--- src/rtl/trd_pkg.sv ---
// ----------------------------------------------------------------------------
// trd_pkg
// Types and constants shared by the tandem repeat detector files.
// ----------------------------------------------------------------------------
package trd_pkg;

    localparam int MAX_BLOCK_DEF   = 64;
    localparam int SYMBOL_BITS_DEF = 32;

    localparam int BLK_W = 7;
    localparam int TOK_W = 32;
    localparam int CNT_W = 32;

    localparam logic [BLK_W-1:0] BLK_RESET  = 7'd1;
    localparam logic [CNT_W-1:0] REPEAT_MIN = 32'd2;
    localparam logic [CNT_W-1:0] CNT_SAT    = '1;

    typedef struct packed {
        logic [TOK_W-1:0] symbol_id;
        logic             end_of_sequence;
    } in_beat_t;

    typedef struct packed {
        logic [CNT_W-1:0] repeat_start;
        logic [CNT_W-1:0] repeat_count;
    } out_beat_t;

endpackage

--- src/rtl/trd_ram.sv ---
// ----------------------------------------------------------------------------
// trd_ram
// Generic single-write, single-read RAM with registered read data.
// ----------------------------------------------------------------------------
module trd_ram #(
    parameter int WIDTH = 32,
    parameter int DEPTH = 64
) (
    input  logic                               aclk,
    input  logic                               we,
    input  logic [(DEPTH > 1 ? $clog2(DEPTH) : 1)-1:0] waddr,
    input  logic [WIDTH-1:0]                   wdata,
    input  logic [(DEPTH > 1 ? $clog2(DEPTH) : 1)-1:0] raddr,
    output logic [WIDTH-1:0]                   rdata
);

    logic [WIDTH-1:0] mem [DEPTH];

    always_ff @(posedge aclk) begin
        if (we) begin
            mem[waddr] <= wdata;
        end
        rdata <= mem[raddr];
    end

endmodule

--- src/rtl/trd_core.sv ---
// ----------------------------------------------------------------------------
// trd_core
// Sequence state, history RAM and the per-beat compare and repeat tracking.
// ----------------------------------------------------------------------------
module trd_core #(
    parameter int MAX_BLOCK   = trd_pkg::MAX_BLOCK_DEF,
    parameter int SYMBOL_BITS = trd_pkg::SYMBOL_BITS_DEF
) (
    input  logic                      aclk,
    input  logic                      aresetn,
    input  logic                      cfg_we,
    input  logic [trd_pkg::BLK_W-1:0] cfg_wdata,
    input  logic                      step,
    input  trd_pkg::in_beat_t         beat,
    output logic                      hit,
    output trd_pkg::out_beat_t        result
);

    localparam int SYM_W = SYMBOL_BITS < trd_pkg::TOK_W ? SYMBOL_BITS : trd_pkg::TOK_W;
    localparam int AW    = MAX_BLOCK > 1 ? $clog2(MAX_BLOCK) : 1;
    localparam int BW    = trd_pkg::BLK_W;
    localparam int CW    = trd_pkg::CNT_W;
    localparam logic [AW-1:0] WP_LAST = AW'(MAX_BLOCK - 1);

    logic [BW-1:0]    blk_reg, blk_next;
    logic [AW-1:0]    wp_reg, wp_next;
    logic [CW-1:0]    pos_reg, pos_next;
    logic [BW-1:0]    run_reg, run_next;
    logic [CW-1:0]    floor_reg, floor_next;
    logic             rep_reg, rep_next;
    logic [CW-1:0]    rs_reg, rs_next;
    logic [CW-1:0]    tally_reg, tally_next;
    logic [CW-1:0]    end_reg, end_next;
    logic [BW-1:0]    ph_reg, ph_next;
    logic [SYM_W-1:0] last_reg;

    logic [SYM_W-1:0] sym;
    logic [SYM_W-1:0] ram_rdata;
    logic [SYM_W-1:0] hist;
    logic [AW-1:0]    rd_addr;
    logic             active;
    logic             match;
    logic [BW-1:0]    run_inc;
    logic [BW:0]      ph_inc;
    logic [CW:0]      second;
    logic [CW:0]      end_sum;
    logic [CW:0]      pos_sum;
    int               rd_tmp;

    assign sym    = beat.symbol_id[SYM_W-1:0];
    assign active = (blk_reg != '0) && (int'(blk_reg) <= MAX_BLOCK);
    assign hist   = (blk_reg == BW'(1)) ? last_reg : ram_rdata;
    assign match  = active && (pos_reg >= CW'(blk_reg)) && (hist == sym);

    always_comb begin
        blk_next   = blk_reg;
        wp_next    = wp_reg;
        pos_next   = pos_reg;
        run_next   = run_reg;
        floor_next = floor_reg;
        rep_next   = rep_reg;
        rs_next    = rs_reg;
        tally_next = tally_reg;
        end_next   = end_reg;
        ph_next    = ph_reg;
        hit        = 1'b0;
        result     = '0;
        run_inc    = (run_reg < blk_reg) ? run_reg + BW'(1) : run_reg;
        ph_inc     = {1'b0, ph_reg} + (BW+1)'(1);
        second     = {1'b0, pos_reg} + (CW+1)'(1) - (CW+1)'(blk_reg);
        end_sum    = {1'b0, end_reg} + (CW+1)'(blk_reg);
        pos_sum    = {1'b0, pos_reg} + (CW+1)'(1);

        if (cfg_we) begin
            blk_next   = cfg_wdata;
            wp_next    = '0;
            pos_next   = '0;
            run_next   = '0;
            floor_next = '0;
            rep_next   = 1'b0;
            rs_next    = '0;
            tally_next = '0;
            end_next   = '0;
            ph_next    = '0;
        end else if (step) begin
            if (active) begin
                if (rep_reg) begin
                    if (match) begin
                        ph_next = ph_inc[BW-1:0];
                        if (ph_inc >= {1'b0, blk_reg}) begin
                            ph_next = '0;
                            if (tally_reg != trd_pkg::CNT_SAT) begin
                                tally_next = tally_reg + CW'(1);
                                end_next   = end_sum[CW] ? trd_pkg::CNT_SAT : end_sum[CW-1:0];
                            end
                        end
                    end else begin
                        hit                 = 1'b1;
                        result.repeat_start = rs_reg;
                        result.repeat_count = tally_reg;
                        floor_next          = end_reg;
                        rep_next            = 1'b0;
                        run_next            = '0;
                        ph_next             = '0;
                    end
                end else if (match) begin
                    run_next = run_inc;
                    if (run_inc >= blk_reg) begin
                        if (second >= (CW+1)'(blk_reg) && second >= {1'b0, floor_reg}) begin
                            rep_next   = 1'b1;
                            rs_next    = second[CW-1:0] - CW'(blk_reg);
                            tally_next = trd_pkg::REPEAT_MIN;
                            ph_next    = '0;
                            end_next   = pos_sum[CW] ? trd_pkg::CNT_SAT : pos_sum[CW-1:0];
                        end
                    end
                end else begin
                    run_next = '0;
                end
            end

            wp_next  = (wp_reg == WP_LAST) ? '0 : wp_reg + AW'(1);
            pos_next = pos_sum[CW] ? trd_pkg::CNT_SAT : pos_sum[CW-1:0];

            if (beat.end_of_sequence) begin
                if (rep_next && !hit) begin
                    hit                 = 1'b1;
                    result.repeat_start = rs_next;
                    result.repeat_count = tally_next;
                end
                wp_next    = '0;
                pos_next   = '0;
                run_next   = '0;
                floor_next = '0;
                rep_next   = 1'b0;
                rs_next    = '0;
                tally_next = '0;
                end_next   = '0;
                ph_next    = '0;
            end
        end
    end

    // prefetch the entry one block behind the next write slot
    always_comb begin
        rd_tmp = int'(wp_next) + MAX_BLOCK - int'(blk_next);
        if (rd_tmp >= MAX_BLOCK) begin
            rd_tmp = rd_tmp - MAX_BLOCK;
        end
        if (blk_next == '0 || int'(blk_next) > MAX_BLOCK) begin
            rd_tmp = 0;
        end
        rd_addr = rd_tmp[AW-1:0];
    end

    trd_ram #(
        .WIDTH (SYM_W),
        .DEPTH (MAX_BLOCK)
    ) u_hist (
        .aclk  (aclk),
        .we    (step && !cfg_we),
        .waddr (wp_reg),
        .wdata (sym),
        .raddr (rd_addr),
        .rdata (ram_rdata)
    );

    always_ff @(posedge aclk) begin
        if (!aresetn) begin
            blk_reg   <= trd_pkg::BLK_RESET;
            wp_reg    <= '0;
            pos_reg   <= '0;
            run_reg   <= '0;
            floor_reg <= '0;
            rep_reg   <= 1'b0;
            rs_reg    <= '0;
            tally_reg <= '0;
            end_reg   <= '0;
            ph_reg    <= '0;
        end else begin
            blk_reg   <= blk_next;
            wp_reg    <= wp_next;
            pos_reg   <= pos_next;
            run_reg   <= run_next;
            floor_reg <= floor_next;
            rep_reg   <= rep_next;
            rs_reg    <= rs_next;
            tally_reg <= tally_next;
            end_reg   <= end_next;
            ph_reg    <= ph_next;
        end
    end

    always_ff @(posedge aclk) begin
        if (step && !cfg_we) begin
            last_reg <= sym;
        end
    end

    a_count_min: assert property (@(posedge aclk) disable iff (!aresetn)
        hit |-> result.repeat_count >= trd_pkg::REPEAT_MIN)
        else $error("repeat emitted with fewer than two blocks");

    a_eos_clears: assert property (@(posedge aclk) disable iff (!aresetn)
        (step && !cfg_we && beat.end_of_sequence) |=> (pos_reg == '0 && !rep_reg))
        else $error("sequence state not cleared after last symbol");

    a_start_behind: assert property (@(posedge aclk) disable iff (!aresetn)
        rep_reg |-> (rs_reg < pos_reg))
        else $error("repeat start not behind current position");

    a_rep_active: assert property (@(posedge aclk) disable iff (!aresetn)
        rep_reg |-> active)
        else $error("open repeat with detection disabled");

endmodule

--- src/rtl/tandem_repeat_detector.sv ---
// ----------------------------------------------------------------------------
// tandem_repeat_detector
// Finds back-to-back repeats of a fixed-length block in a token stream.
// ----------------------------------------------------------------------------
// The block takes one symbol beat per clock cycle and reports at most one
// repeat per beat, through the input register and then the result register;
// a result that waits on m_ready holds the input once the input register
// also holds a beat. The rate is set by the single compare of each symbol
// with the one block_length places back, read from the history RAM, whose
// registered read is prefetched one block behind the next write slot so
// that consecutive beats meet no bubble. No clearing pass follows reset;
// write block_length only while the block is idle.
module tandem_repeat_detector #(
    parameter int MAX_BLOCK   = trd_pkg::MAX_BLOCK_DEF,
    parameter int SYMBOL_BITS = trd_pkg::SYMBOL_BITS_DEF
) (
    input  logic                      aclk,
    input  logic                      aresetn,
    input  logic                      cfg_we,
    input  logic [trd_pkg::BLK_W-1:0] cfg_wdata,
    input  logic                      s_valid,
    output logic                      s_ready,
    input  trd_pkg::in_beat_t         s_data,
    output logic                      m_valid,
    input  logic                      m_ready,
    output trd_pkg::out_beat_t        m_data
);

    logic               in_valid_reg, in_valid_next;
    trd_pkg::in_beat_t  in_data_reg;
    logic               out_valid_reg, out_valid_next;
    trd_pkg::out_beat_t out_data_reg;
    logic               fire;
    logic               hit;
    trd_pkg::out_beat_t result;

    assign fire    = in_valid_reg && (!out_valid_reg || m_ready);
    assign s_ready = !in_valid_reg || fire;
    assign m_valid = out_valid_reg;
    assign m_data  = out_data_reg;

    always_comb begin
        in_valid_next = in_valid_reg;
        if (s_valid && s_ready) begin
            in_valid_next = 1'b1;
        end else if (fire) begin
            in_valid_next = 1'b0;
        end
        if (fire) begin
            out_valid_next = hit;
        end else if (m_ready) begin
            out_valid_next = 1'b0;
        end else begin
            out_valid_next = out_valid_reg;
        end
    end

    trd_core #(
        .MAX_BLOCK   (MAX_BLOCK),
        .SYMBOL_BITS (SYMBOL_BITS)
    ) u_core (
        .aclk      (aclk),
        .aresetn   (aresetn),
        .cfg_we    (cfg_we),
        .cfg_wdata (cfg_wdata),
        .step      (fire),
        .beat      (in_data_reg),
        .hit       (hit),
        .result    (result)
    );

    always_ff @(posedge aclk) begin
        if (!aresetn) begin
            in_valid_reg  <= 1'b0;
            out_valid_reg <= 1'b0;
        end else begin
            in_valid_reg  <= in_valid_next;
            out_valid_reg <= out_valid_next;
        end
    end

    // hold payloads until the next beat moves
    always_ff @(posedge aclk) begin
        if (s_valid && s_ready) begin
            in_data_reg <= s_data;
        end
        if (fire && hit) begin
            out_data_reg <= result;
        end
    end

endmodule

--- config.mk ---
export PLATFORM = sky130hd
export DESIGN_NAME = tandem_repeat_detector
export DESIGN_NICKNAME = d
export VERILOG_FILES = /design/src/rtl/trd_pkg.sv /design/src/rtl/trd_ram.sv /design/src/rtl/trd_core.sv /design/src/rtl/tandem_repeat_detector.sv
export SDC_FILE = /design/constraint.sdc
export NUM_CORES = 2
export LEC_CHECK = 0
export BUFFER_PORTS_ARGS = -buffer_cell sky130_fd_sc_hd__buf_2
export CAP_MARGIN = 20
export CORE_MARGIN = 2
export CORE_UTILIZATION = 44
export DETAILED_ROUTE_END_ITERATION = 7
export GPL_ROUTABILITY_DRIVEN = 1
export PLACE_DENSITY_LB_ADDON = 0.05
export SETUP_SLACK_MARGIN = 0.1
export SYNTH_ARGS = -nofsm -noshare
export SYNTH_HDL_FRONTEND = slang
export SYNTH_SLANG_ARGS = --single-unit
--- constraint.sdc ---
create_clock -name aclk -period 6.6 [get_ports aclk]
set_input_delay 1.32 -clock aclk [delete_from_list [all_inputs] [get_ports aclk]]
set_output_delay 1.32 -clock aclk [all_outputs]
set_load 0.02 [all_outputs]
==> metrics.md <==
| Metric | Value |
|---|---|
| CTS root buffer | clkbuf_16 |
| Routed Antenna Nets | 0 |
| Core area | around 230000 um2 |
| Setup crit start kind | flip-flop |
| Overall Power | around 37000 uW |
| Iter 0 DRT Violations | between 6k and 7k |
| Mapped Area | 103000 um2 |
| Worst-Margin Slew | ~1.2 ns |
| Finished Layout Cells | ~11k |
| Final GP Congestion | ~0.9 |
| Unique cell type count in the Yosys netlist | slightly above 100 |
| Synth Flop Type | edfxtp_1 |
| Final-report max-slew violation count | 0 |
| Commonest non-fill, non-tap cell in the layout | edfxtp_1 |
| Worst Path Arrival | between 6 and 7 ns |
| Worst VDD drop | between 0.2 and 0.25 mV |
| Number of core rows | 177 |
| Post-synth top area cell | edfxtp_1 |
| Flops & latches, synth | ~2.4k |
| Crit path required time | about 7.3 ns |
| Vias in the first global route | 64.3k |
| Vias per cell | about 5.9 |
| Fin crit share | 0.944 |
| Area contributors post-synth | edfxtp_1 (63%), dfxtp_1 (4.3%), nor2_1 (2.9%), mux4_2 (2.8%), nand2_1 (2.5%) |
| Routed WL | 317000 um |
| FF-to-FF path depth | 18 |
| Worst-path cell chain | nand4_1 > or4_1 > or3_1 > xor2_1 > a31oi_1 > or4_1 > and2_1 > ha_1 > o2111a_1 > nand2_1 > or4_1 > nand4_1 > nor3_4 > a22oi_4 > a41o_1 > buf_4 > nand2_1 > o32ai_1 |
| PD cells | 314 nW/um2 |
| Wire per inst | about 28 um |
| Area share of the largest cell type after synthesis | 0.632 |
| Initial antenna violation count | 18 |
| Final #Nets | 8241 |
| H-tree depth | 5 |
| Worst slew margin | 0.202 |
| Syn nets | roughly 8.1k |
| Post-layout util | 0.506 |
| Initial Util | 0.443 |
| DIE HEIGHT | around 490 um |
| Clock Sinks | 2399 |
| Top cell by count, worst path | or4_1 |
| RSZ-0062 raised after global routing | yes |
| Synthesis-to-layout area growth | 14.1% |
| Worst hold-check path type | reg -> reg |
| DRC viols | 0 |
| Max FFs per register | about 2.0k |
| Inserted Clock Buffers | roughly 280 |
| Critical path class | reg -> reg |
| Fin crit period | approximately 6.2 ns |
| Critical path capture point type | flip-flop |
| Fin. Hold Viols | 0 |
| Syn. warnings | 0 |
| Asr flop ratio synth | 0 |
| Most frequent cells in the layout | edfxtp_1 (2177), nor2_1 (719), nand2_1 (690), a21oi_1 (478), o21ai_0 (343) |
| CTS tree | yes |
| Die ar. | approximately 240000 um2 |
| Placed Instances | about 11k |
| Fin Clk Skew | approximately 0.072 ns |
| Outcome | complete, no violations |
| Port bufs | 110 |
| Boundary Pins | between 100 and 150 |
| Number of flops mapped to enable cells by yosys | 2177 |
| Max frequency | roughly 0.16 GHz |
| R2R Setup Slk | approximately 0.37 ns |
| Worst-path clk slew | ~0.060 ns |
| Clk_lat worst skew | slightly above 0.9 ns |
| CP max stage delay | about 0.69 ns |
| CP Max Fanout | 9 |
| Master of the slowest instance on the critical path | or4_1 |
| HPWL after DPL | roughly 190000 um |
| Final Setup Violations | 0 |
| Setup crit start | u_core.pos_reg[13] |
| Largest net degree at the start of global routing | just under 200 |
| Longest Clk Path Bufs | 4 |
| Syn Area/Cell | between 10 and 15 um2 |
| Reg-to-reg endpoint | m_data[10] |
| Synth Instances | about 8.0k |
| Grt ovf | 0 |
| Post-synthesis sequential area ratio | 0.675 |
| First-pass GRT wire length | around 460000 um |
| Share of cells above drive strength 1 | 0.132 |
| MaxCap Viol Count | 0 |
| Initial DRT Pass Iterations | 6 |
| End of the critical path | m_data[10] |
| Die X | 489 um |
| GRT Total Usage | 0.263 |
| FF-to-FF Start | u_core.pos_reg[13] |
| Vias | 67.3k |
| Fin area | 118000 um2 |
| Post-CTS Hold Fix Bufs | 0 |
| Pleak | roughly 0.038 uW |
| DP Area | between 100000 and 150000 um2 |
## synthesized netlist by cell type, types with 222 or more instances
cell      instances
a211oi_1        318
a21oi_1         478
a31oi_1         288
and2_1          292
clkbuf_1        483
dfxtp_1         222
edfxtp_1       2177
nand2_1         697
nand2b_1        279
nor2_1          788
o21ai_0         346
o311ai_0        256
## area by class of cell
type / count / area, um2
clock buffers: 365 / 7510
clock inverters: 106 / 845
fillers: 19959 / 115000
inverters: 88 / 330
multi-input cells: 4894 / 31700
well taps: 3132 / 3920
diodes: 19 / 47.5
repair buffers: 443 / 3810
flip-flops and latches: 2399 / 69800
## cells by family (layout without fill, tap and decap cells)
| family | count (synthesis) | after routing | synth area share |
|---|---|---|---|
| xor+xnor | 148 | 148 | 0.0132 |
| fa+ha+maj | 91 | 91 | 0.0113 |
| buf+inv | 668 | 1002 | 0.0249 |
| simple gates | 2484 | 2484 | 0.115 |
| compound gates | 1952 | 1952 | 0.123 |
| other cells | 0 | 19 | 0 |
| mux | 219 | 219 | 0.0370 |
| flops | 2399 | 2399 | 0.675 |
## through the flow
| step | setup TNS (ns) | hold slack, ns | setup WS, ns |
|---|---|---|---|
| finish | 0 | 0.450 | 0.370 |
| detailed placement | -0.0901 | 0.440 | -0.0320 |
| global placement | 0 | 0.425 | 0.0625 |
| CTS | 0 | 0.454 | 0.108 |
| global route | 0 | 0.462 | 0.0410 |
| floorplan | 0 | 0.417 | 0.186 |
## report_power, final
part	leakage, uW	internal (uW)	total [uW]	switching [uW]
Sequential	0.0213	16800	16900	68.8
Combinational	0.0124	1900	5690	3790
Clock	0.00411	8500	14500	5970
Total	0.0378	27200	37000	9830
## critical path, delay by kind of cell (launching register included)
family                     cells  cell delay [ns]
AOI/OAI and AO/OA              5             1.40
adders and majority gates      1             0.27
and+or+nand+nor               10             3.36
DFF                            1             0.54
buffers and inverters          1             0.19
xor gates and xnor gates       1             0.22
## timing repair
item                       CTS  global route
setup endpoints to repair   41           217
buffers inserted             0             6
pin swaps                    0             4
gates resized for setup      1            28
## worst min path at each step
stage          slack [ns]  cells after the start              start           endpoint
2_1_floorplan        0.42                      2  u_core.rs_reg[10]  u_core.rs_reg[10]
3_3_place_gp         0.43                      2  u_core.rs_reg[10]  u_core.rs_reg[10]
3_5_place_dp         0.44                      2  u_core.rs_reg[10]  u_core.rs_reg[10]
4_1_cts              0.45                      2   u_core.rs_reg[9]   u_core.rs_reg[9]
5_1_grt              0.46                      2  u_core.rs_reg[10]  u_core.rs_reg[10]
6_report             0.45                      2   u_core.rs_reg[9]   u_core.rs_reg[9]
## layer usage
layer,global-route usage,up-vias,share of wire
met5,0,-,0.00018
met4,0.102,8,0.040
met3,0.0340,516,0.056
met2,0.426,2125,0.47
met1,0.361,34064,0.43
li1,-,30616,-
(Power assumes the default switching activity.)
